<file path="config.mk">
export PLATFORM = sky130hd
export DESIGN_NAME = bavg_div
export DESIGN_NICKNAME = d
export VERILOG_FILES = /design/src/rtl/bavg_pkg.sv /design/src/rtl/bavg_div.sv
export SDC_FILE = /design/constraint.sdc
export NUM_CORES = 1
export LEC_CHECK = 0
export BUFFER_PORTS_ARGS = -buffer_cell sky130_fd_sc_hd__buf_2
export CORE_ASPECT_RATIO = 1.1
export CORE_UTILIZATION = 56
export CTS_BUF_LIST = sky130_fd_sc_hd__clkbuf_16
export CTS_CLUSTER_SIZE = 8
export DETAILED_ROUTE_END_ITERATION = 10
export PLACE_DENSITY = 0.87
export SLEW_MARGIN = 20
export SYNTH_ARGS = -nofsm -noshare
export SYNTH_HDL_FRONTEND = slang
export SYNTH_SLANG_ARGS = --single-unit
</file>
<file path="constraint.sdc">
create_clock -name clk -period 8.3 [get_ports clk]
set_input_delay 1.66 -clock clk [delete_from_list [all_inputs] [get_ports clk]]
set_output_delay 1.66 -clock clk [all_outputs]
set_load 0.01 [all_outputs]
</file>
<file path="src/rtl/bavg_pkg.sv">
`default_nettype none

package bavg_pkg;

  // bins built and field widths
  localparam int NUM_BINS = 64;
  localparam int BIN_W    = 6;
  localparam int DATA_W   = 32;
  localparam int SUM_W    = 64;
  localparam int CNT_W    = 32;
  localparam int ADDR_W   = (NUM_BINS > 1) ? $clog2(NUM_BINS) : 1;
  localparam int STEP_W   = $clog2(SUM_W);

  // request codes
  localparam logic REQ_ADD = 1'b0;
  localparam logic REQ_FIN = 1'b1;

  // saturation bounds of a Q16.16 result
  localparam logic [DATA_W-1:0] AVG_MAX = {1'b0, {(DATA_W-1){1'b1}}};
  localparam logic [DATA_W-1:0] AVG_MIN = {1'b1, {(DATA_W-1){1'b0}}};

  typedef enum logic [2:0] {
    ST_IDLE,
    ST_ADD,
    ST_FRD,
    ST_FCHK,
    ST_FDIV,
    ST_FPUT
  } state_t;

  // divider command and status
  typedef struct packed {
    logic start;
    logic neg;
  } div_cmd_t;

  typedef struct packed {
    logic              done;
    logic [DATA_W-1:0] quotient;
  } div_sts_t;

endpackage

`default_nettype wire

</file>
<file path="src/rtl/bavg_div.sv">
`default_nettype none

module bavg_div import bavg_pkg::*; (
  input  logic             clk,
  input  logic             rst,
  input  div_cmd_t         cmd,
  input  logic [SUM_W-1:0] dividend,
  input  logic [CNT_W-1:0] divisor,
  output div_sts_t         sts
);

  logic              busy;
  logic              done;
  logic [STEP_W-1:0] step;
  logic [CNT_W-1:0]  rem;
  logic [SUM_W-1:0]  quo;
  logic [CNT_W-1:0]  dvs;
  logic              neg;

  logic [CNT_W:0]    shifted;
  logic [CNT_W:0]    diff;
  logic              ge;
  logic              pos_ovf;
  logic              neg_ovf;
  logic [DATA_W-1:0] result;

  // one quotient bit per cycle, restoring
  assign shifted = {rem, quo[SUM_W-1]};
  assign ge      = shifted >= {1'b0, dvs};
  assign diff    = shifted - {1'b0, dvs};

  // control: busy until every dividend bit is shifted through, then a done pulse
  always_ff @(posedge clk) begin
    if (rst) begin
      busy <= 1'b0;
      done <= 1'b0;
      step <= '0;
    end else begin
      done <= 1'b0;
      if (cmd.start) begin
        busy <= 1'b1;
        step <= STEP_W'(SUM_W - 1);
      end else if (busy) begin
        step <= step - STEP_W'(1);
        if (step == '0) begin
          busy <= 1'b0;
          done <= 1'b1;
        end
      end
    end
  end

  // remainder and quotient shift register
  always_ff @(posedge clk) begin
    if (cmd.start) begin
      rem <= '0;
      quo <= dividend;
      dvs <= divisor;
      neg <= cmd.neg;
    end else if (busy) begin
      rem <= ge ? diff[CNT_W-1:0] : shifted[CNT_W-1:0];
      quo <= {quo[SUM_W-2:0], ge};
    end
  end

  // sign and saturation of the magnitude quotient
  assign pos_ovf = |quo[SUM_W-1:DATA_W-1];
  assign neg_ovf = (|quo[SUM_W-1:DATA_W]) || (quo[DATA_W-1] && (|quo[DATA_W-2:0]));

  always_comb begin
    if (neg) begin
      result = neg_ovf ? AVG_MIN : (~quo[DATA_W-1:0] + DATA_W'(1));
    end else begin
      result = pos_ovf ? AVG_MAX : quo[DATA_W-1:0];
    end
  end

  assign sts.done     = done;
  assign sts.quotient = result;

endmodule

`default_nettype wire

</file>
After elaboration in Yosys (flattened, before gate mapping)
Cells that the tools add are included.
{"block": "word_totals", "reg_bits": 137, "wordCells": 33, "output_inout_bits": 33, "input_bits": 100}
{"block": "classes", "n_reduce_logical": 8, "n_bitwise": 2, "n_lt_le_gt_ge": 1, "addsub": 3, "n_mux": 12}
{"cell": "$mux W32", "n": 4}
{"cell": "$mux W64", "n": 2}
{"cell": "$ge A33 B32 Y1", "n": 1}
{"cell": "$reduce_or A33 Y1", "n": 1}
{"cell": "$add A32 B1 Y32 const B", "n": 1}
{"cell": "$not A32 Y32", "n": 1}
{"cell": "$reduce_or A32 Y1", "n": 1}
{"cell": "$sub A32 B32 Y32", "n": 1}
{"cell": "$reduce_or A31 Y1", "n": 1}
{"cell": "$mux W6", "n": 2}
{"cell": "$logic_not A6 Y1", "n": 1}
{"cell": "$sub A6 B1 Y6 const B", "n": 1}
{"cell": "$mux W1", "n": 4}
{"cell": "$reduce_or A3 Y1", "n": 1}
{"cell": "$reduce_bool A2 Y1", "n": 1}
{"cell": "$logic_and A1 B1 Y1", "n": 1}
{"cell": "$logic_or A1 B1 Y1", "n": 1}
{"cell": "$not A1 Y1", "n": 1}

Longest topological paths before layout
Gate-level depths: netlist of run 1.
{"block": "depth", "depth_word": 5, "ltp_mapped": 12, "mapped_depth_nobuf": 11}

Worst setup path after synthesis of run 1
Ideal clock, no wire load.
{"block": "synth_path", "path_type": "register to output", "startpoint": "register quo[0]", "endpoint": "output sts[10] (netlist bit)", "arrival_ns": 3.216, "path_buffers": 1, "path_stages_with_launch": 11, "slack_ns": 3.424, "t_required_ns": 6.640, "cell_sequence": "edfxtp_1 inv_1 ha_1 or4b_4 or4_4 or4_4 o41ai_2 nand2_2 buf_6 a21o_1 a21oi_1"}
{"element": "start, declared", "line_no": "bavg_div.sv:16", "text": "logic [SUM_W-1:0] quo;"}
{"element": "start signal, assigned", "line_no": "bavg_div.sv:57", "text": "quo <= dividend;"}
{"element": "start signal, assigned", "line_no": "bavg_div.sv:62", "text": "quo <= {quo[SUM_W-2:0], ge};"}
{"element": "end, declared", "line_no": "bavg_div.sv:9", "text": "output div_sts_t sts"}

==> results of run 1 <==
==> layer usage <==
metal	wire, microns	vias up	part of all wire
met4	533	0	0.027
li1	-	3480	-
met1	8170	3305	0.42
met5	0	-	0
met2	9580	316	0.49
met3	1310	49	0.067
==> worst paths after layout <==
check	from	endpoint	slack [ns]
setup / recovery	quo[0]$_DFFE_PP_	sts[28]	2.47
hold / removal	rem[26]$_SDFFE_PP0P_	rem[26]$_SDFFE_PP0P_	0.49
setup reg to reg	dvs[3]$_DFFE_PP_	rem[25]$_SDFFE_PP0P_	4.66
hold reg to reg	rem[26]$_SDFFE_PP0P_	rem[26]$_SDFFE_PP0P_	0.49
==> cells by family (layout without fill, tap and decap cells) <==
kind of cell | after synthesis | after routing
simple gates | 270 | 270
compound gates | 224 | 224
flops | 137 | 137
buf+inv | 104 | 221
mux | 87 | 87
fa+ha+maj | 36 | 36
xor+xnor | 30 | 30
==> placed cells by master, fill, tap and decap left out, types with 4 or more instances in the layout <==
| cell type | instances |
|---|---|
| a31oi_1 | 7 |
| a21oi_1 | 67 |
| or3_1 | 18 |
| o211ai_1 | 6 |
| xor2_1 | 13 |
| inv_6 | 4 |
| buf_4 | 8 |
| a211o_1 | 6 |
| o21a_1 | 12 |
| nor4_1 | 13 |
| a21o_1 | 14 |
| nor3_1 | 14 |
| nor2b_1 | 7 |
| buf_2 | 131 |
| nor2_1 | 101 |
| xnor2_1 | 17 |
| mux2_2 | 60 |
| inv_1 | 50 |
| clkbuf_16 | 17 |
| o21ai_0 | 30 |
| dfxtp_1 | 39 |
| o21bai_1 | 8 |
| a211oi_1 | 24 |
| nand2b_1 | 4 |
| nor3b_1 | 6 |
| and3_1 | 4 |
| edfxtp_1 | 97 |
| o21ai_1 | 10 |
| nand2_1 | 56 |
| mux2i_1 | 26 |
| nand3_1 | 11 |
| o22a_1 | 7 |
| nand4_1 | 13 |
| ha_1 | 35 |
==> cells in the mapped netlist, drive strengths merged, types with 12 or more instances <==
master | number | area, sq um
clkbuf | 45 | 169
a21o | 14 | 105
edfxtp | 97 | 2910
nand2 | 57 | 216
nor4 | 14 | 87.6
mux2 | 61 | 687
ha | 35 | 438
nor2 | 101 | 379
or3 | 18 | 113
xnor2 | 17 | 149
nand4 | 13 | 81.3
inv | 50 | 188
xor2 | 13 | 114
o21ai | 40 | 200
o21a | 12 | 90.1
dfxtp | 40 | 801
mux2i | 26 | 260
a21oi | 67 | 335
nor3 | 14 | 70.1
a211oi | 24 | 180
==> power by group <==
| part | internal (mW) | total [mW] | switching [mW] | leakage [nW] |
|---|---|---|---|---|
| clock | 0.442 | 0.744 | 0.301 | 0.277 |
| sequential | 0.807 | 0.855 | 0.0478 | 1.30 |
| combinational | 0.176 | 0.401 | 0.225 | 2.45 |
| total | 1.43 | 2.00 | 0.574 | 4.02 |
==> metrics by stage <==
| step | hold slack [ns] | instance area, sq um | util | instances | total power [mW] |
|---|---|---|---|---|---|
| global route | 0.511 | 9900 | 0.660 | 1201 | 2.09 |
| CTS | 0.491 | 9900 | 0.660 | 1201 | 2.00 |
| detailed placement | 0.486 | 9330 | 0.622 | 1169 | 1.26 |
| finish | 0.489 | 9900 | 0.660 | 1201 | 2.00 |
| floorplan | 0.453 | 8570 | - | 888 | 1.15 |
| global placement | 0.470 | 9330 | 0.622 | 1169 | 1.25 |
==> worst reg2reg max path, delay by kind of cell, from the launching register on <==
family / cells / cell delay [ns]
AO/OA/AOI/OAI: 6 / 2.54
adder cells (fa/ha/maj): 1 / 0.36
buffers and inverters: 1 / 0.05
flip-flops: 1 / 0.32
AND/OR/NAND/NOR: 2 / 0.26
==> flip-flops by register name, summed over array words and instances, names as in the netlist <==
register / cells
neg: 1
quo: 64
dvs: 32
busy: 1
rem: 32
done: 1
step: 6
==> layout make-up <==
type,instances,area share
multi-input cells,647,0.451
flip-flops and latches,137,0.375
repair buffers,139,0.0723
clock buffers,17,0.0430
well taps,196,0.0248
inverters,50,0.0190
clock inverters,15,0.0153
==> impl_metrics.yaml, run 1 <==
timing:
  final_hold_viol_count: 0
  period_minus_slack_ns: 5.83
  rsz0062_at_grt: "no"
  fin_crit_sh: 0.702
  slew_headroom: 0.268
  skew_ns: 0.00785
  totalNegativeSetupSlack_ns: 0
  tightestPinTransition_ns: 1.10
  worst_slack_ns: 2.47
  slew_viol_final: 0
  fmax_mhz: 172
  setup-violations-final: 0
synth:
  synth_top_family_by_area: "compound AO/OA/AOI/OAI gates"
  synth_nets: 1024
  ys_types: 72
  synth_area_per_cell_sq_um: 9.66
  synth_edf_count: 97
  synth-adder-area-share: 0.0534
  async_flop_share: 0
  synth_compound_area_frac: 0.172
  ys_seq_area_frac: 0.433
  synthXorXnorAreaFrac: 0.0306
  synthSimpleGateAreaFrac: 0.154
  yosysWarningCount: 0
  synthesis.area_sq_um: 8570
  synth.ff_latch_count: 137
  synthFlopType: "edfxtp_1"
  synthMuxAreaShare: 0.110
  synthCells: 888
routing:
  vias_per_cell: 5.95
  vias: 7150
  wl_per_cell_microns: 16.3
  routed_wl_microns: 19600
  drt_iter0_markers: 782
  drc_errors: 2
  postRouteAntennaNets: 0
  first_pass_iters: 8
global_routing:
  grt_pass1_wl_microns: 31900
  antenna_found_initial: 0
  grt_pass1_vias: 6809
  grt_max_degree: 65
  busiest_layer: "met2"
  gr-usage-met3: 0.0424
  gr-usage-met1: 0.312
  overflow: 0
  grt_usage: 0.252
  grtUsageMet2: 0.434
setup_path:
  critical_path_class: "flip-flop to output port"
  rr_worst_depth: 10
  crit_path_cell_trace: "inv_1 -> ha_1 -> or4b_4 -> or4_4 -> or4_4 -> o41ai_2 -> and2_2 -> nand2_1 -> nor3b_1 -> a211o_1 -> buf_2"
  critPathSlowestCell: "or4_4"
  cpMostUsedCell: "or4_4"
  crit_arrival_ns: 4.17
  path_buf_inv: 2
  crit_fanout: 13
  start_kind: "flip-flop"
  cp.depth: 11
  critPathCaptureType: "output port"
  critPathTopFamily: "simple AND/OR/NAND/NOR gates"
  slowest_delay_ns: 0.56
  required_ns: 6.64
cts:
  cts.repair.resized: 0
  cts_buffers: 17
  cts_setup_buffers: 0
  max-clock-path-buffers: 2
  numClockSinks: 137
  htreeDepth: 4
  ctsRootBufferMaster: "clkbuf_16"
  cts_tree: "yes"
  worstSkewPairLatency_ns: 0.42
  clk_pin_slew_ns: 0.06
  cts.hold.buffers_added: 0
final_layout:
  regArea_sq_um: 3710
  antennaDiodeCount: 0
  nets: 1128
  multi_input_area_sq_um: 4460
  layout-drive-gt1-share: 0.245
  syn2layout_area_growth_pct: 15.5
  n_fill_cell: 1187
floorplan:
  die_area_sq_um: 15800
  io_pins: 133
  std_cell_rows: 47
  core_area_sq_um: 15000
  die_h_microns: 132
  initial_core_util: 0.572
  dieWidth_microns: 120
flow_run:
  cap_violations: 0
place:
  dp_hpwl_microns: 13300
  gp_congestion: 0.897
  place_worst_setup_slack_ns: 2.97
  port_buffers: 132
status:
  violations: "DRC"
  status: "finished with violations"
worst_hold_path:
  hp-class: "flip-flop to flip-flop"
  hold_depth: 2
power:
  peakVddDrop_v: 0.000153
  p_leak_nw: 4.02
  powerDensity_nw_per_um2: 202
(Power assumes the default switching activity.)
==> inputs of run 2 (changes only) <==
==> constraint.sdc (replaced) <==
create_clock -name clk -period 5.7 [get_ports clk]
set_input_delay 1.14 -clock clk [delete_from_list [all_inputs] [get_ports clk]]
set_output_delay 1.14 -clock clk [all_outputs]
set_load 0.01 [all_outputs]
==> run 2 against run 1 <==
Net effect:
- the run now ends clean
- global-route usage is 0.27 points lower
- clock-buffer cell count stayed put
- sequential share of layout area hardly changed
- final area is 0.13% higher
- critical path type unchanged
- largest power group unchanged
==> impl_metrics.yaml, run 2 (synthesized netlist as in run 1, its figures left out) <==
power:
  p_clk_frac: 0.379
  p_seq_frac: 0.428
  powerDensity_nw_per_um2: 296
  p_switching_uw: 880
  comb_power_share: 0.193
  peakVddDrop_v: 0.000227
  power_mw: 2.94
  p_leak_nw: 4.02
  p_sw_frac: 0.300
  intPower_mw: 2.06
final_layout:
  n_fill_cell: 1200
  nets: 1125
  syn2layout_area_growth_pct: 15.6
  top_register: "quo"
  layout-drive-gt1-share: 0.246
  largest_registers: "quo: 64 flops, dvs: 32 flops, rem: 32 flops"
  largest_reg_flops: 64
  antennaDiodeCount: 0
  final_common_cell: "buf_2"
  layout_common_cells: "131 x buf_2, 101 x nor2_1, 97 x edfxtp_1, 67 x a21oi_1, 60 x mux2_2"
cts:
  numClockSinks: 137
  cts_buffers: 17
  max-clock-path-buffers: 2
  cts.hold.buffers_added: 0
  cts_setup_buffers: 0
  clk_pin_slew_ns: 0.06
  htreeDepth: 4
  ctsRootBufferMaster: "clkbuf_16"
  worstSkewPairLatency_ns: 0.43
  cts_tree: "yes"
  cts.repair.resized: 0
setup_path:
  crit_fanout: 13
  start_kind: "flip-flop"
  required_ns: 4.56
  crit_arrival_ns: 4.12
  critical_path_class: "flip-flop to output port"
  critPathCaptureType: "output port"
global_routing:
  grt_pass1_vias: 6712
  overflow: 0
  grt_max_degree: 91
  grt_pass1_wl_microns: 31500
  grt_usage: 0.249
  antenna_found_initial: 1
floorplan:
  dieWidth_microns: 120
  std_cell_rows: 47
  io_pins: 133
  core_area_sq_um: 15000
  initial_core_util: 0.572
  die_area_sq_um: 15800
  die_h_microns: 132
routing:
  routed_wl_microns: 19400
  vias: 7099
  vias_per_cell: 5.93
  wl_per_cell_microns: 16.2
  first_pass_iters: 5
  postRouteAntennaNets: 0
  drt_iter0_markers: 643
  drc_errors: 0
worst_hold_path:
  hp-class: "flip-flop to flip-flop"
timing:
  skew_ns: 0.0107
  fin_crit_sh: 0.922
  totalNegativeSetupSlack_ns: 0
  tightestPinTransition_ns: 1.06
  final_hold_viol_count: 0
  rsz0062_at_grt: "no"
  slew_viol_final: 0
  period_minus_slack_ns: 5.26
  setup-violations-final: 0
  fmax_mhz: 190
  slew_headroom: 0.292
flow_run:
  cap_violations: 0
place:
  dp_hpwl_microns: 13400
  port_buffers: 132
  gp_congestion: 0.927
status:
  status: "completed"
[run 2: cell types whose count changed in the layout (fill, tap and decap cells not counted)]
| cell | change |
|---|---|
| clkinv_4 | +2 |
| inv_8 | +4 |
| bufinv_16 | -1 |
| dfxtp_4 | +1 |
| buf_4 | -3 |
| clkinv_2 | -1 |
| dfxtp_2 | -1 |
| inv_6 | -2 |
| clkinv_8 | +3 |
| inv_1 | -1 |
| clkinv_1 | -2 |
| clkinvlp_4 | -2 |
[run 2: final cells by class]
type,count,area (sq um),share of cell area
Clock buffer,17,425,0.0429
Multi-Input combinational cell,647,4460,0.450
Clock inverter,15,184,0.0185
Inverter,50,188,0.0189
Timing Repair Buffer,136,693,0.0699
Sequential cell,137,3720,0.375
Tap cell,196,245,0.0247
[run 2: worst max-delay path: stages (launching register included)]
cell and delay (ns):
edfxtp_1 0.40, inv_1 0.11, ha_1 0.24, or4b_4 0.50, or4_4 0.56, or4_4 0.52, o41ai_2 0.35, and2_2 0.36
nand2_1 0.16, nor3b_1 0.23, a211o_1 0.13, buf_2 0.12
[run 2: power groups by stage]
stage	combinational (mW)	sequential (mW)	clock, mW
CTS	0.565	1.26	1.13
floorplan	0.430	1.24	0
global placement	0.543	1.27	0
finish	0.567	1.26	1.11
global route	0.626	1.27	1.16
detailed placement	0.558	1.28	0
[run 2: worst paths after layout]
path	to	startpoint	cells after the start	slack (ns)
worst min-delay path	rem[26]$_SDFFE_PP0P_	rem[26]$_SDFFE_PP0P_	2	0.48
worst max-delay path	sts[27]	quo[0]$_DFFE_PP_	11	0.44
worst min register to register	rem[26]$_SDFFE_PP0P_	rem[26]$_SDFFE_PP0P_	2	0.48
worst max register to register	rem[25]$_SDFFE_PP0P_	dvs[1]$_DFFE_PP_	10	2.04
[run 2: stage by stage]
step,hold slack (ns),std cells,utilization,area [sq um],worst slack [ns]
global placement,0.468,1166,0.620,9300,1.04
CTS,0.483,1198,0.661,9910,0.458
detailed placement,0.477,1166,0.620,9300,0.928
global route,0.526,1198,0.661,9920,0.228
floorplan,0.453,888,-,8570,1.34
finish,0.480,1198,0.661,9920,0.442
[run 2: layer usage]
layer	up-vias	GRT usage	routed length (microns)
li1	3491	-	-
met1	3305	0.307	8170
met2	257	0.429	9560
met3	44	0.0523	1190
met4	2	0.0889	466
met5	-	0	13
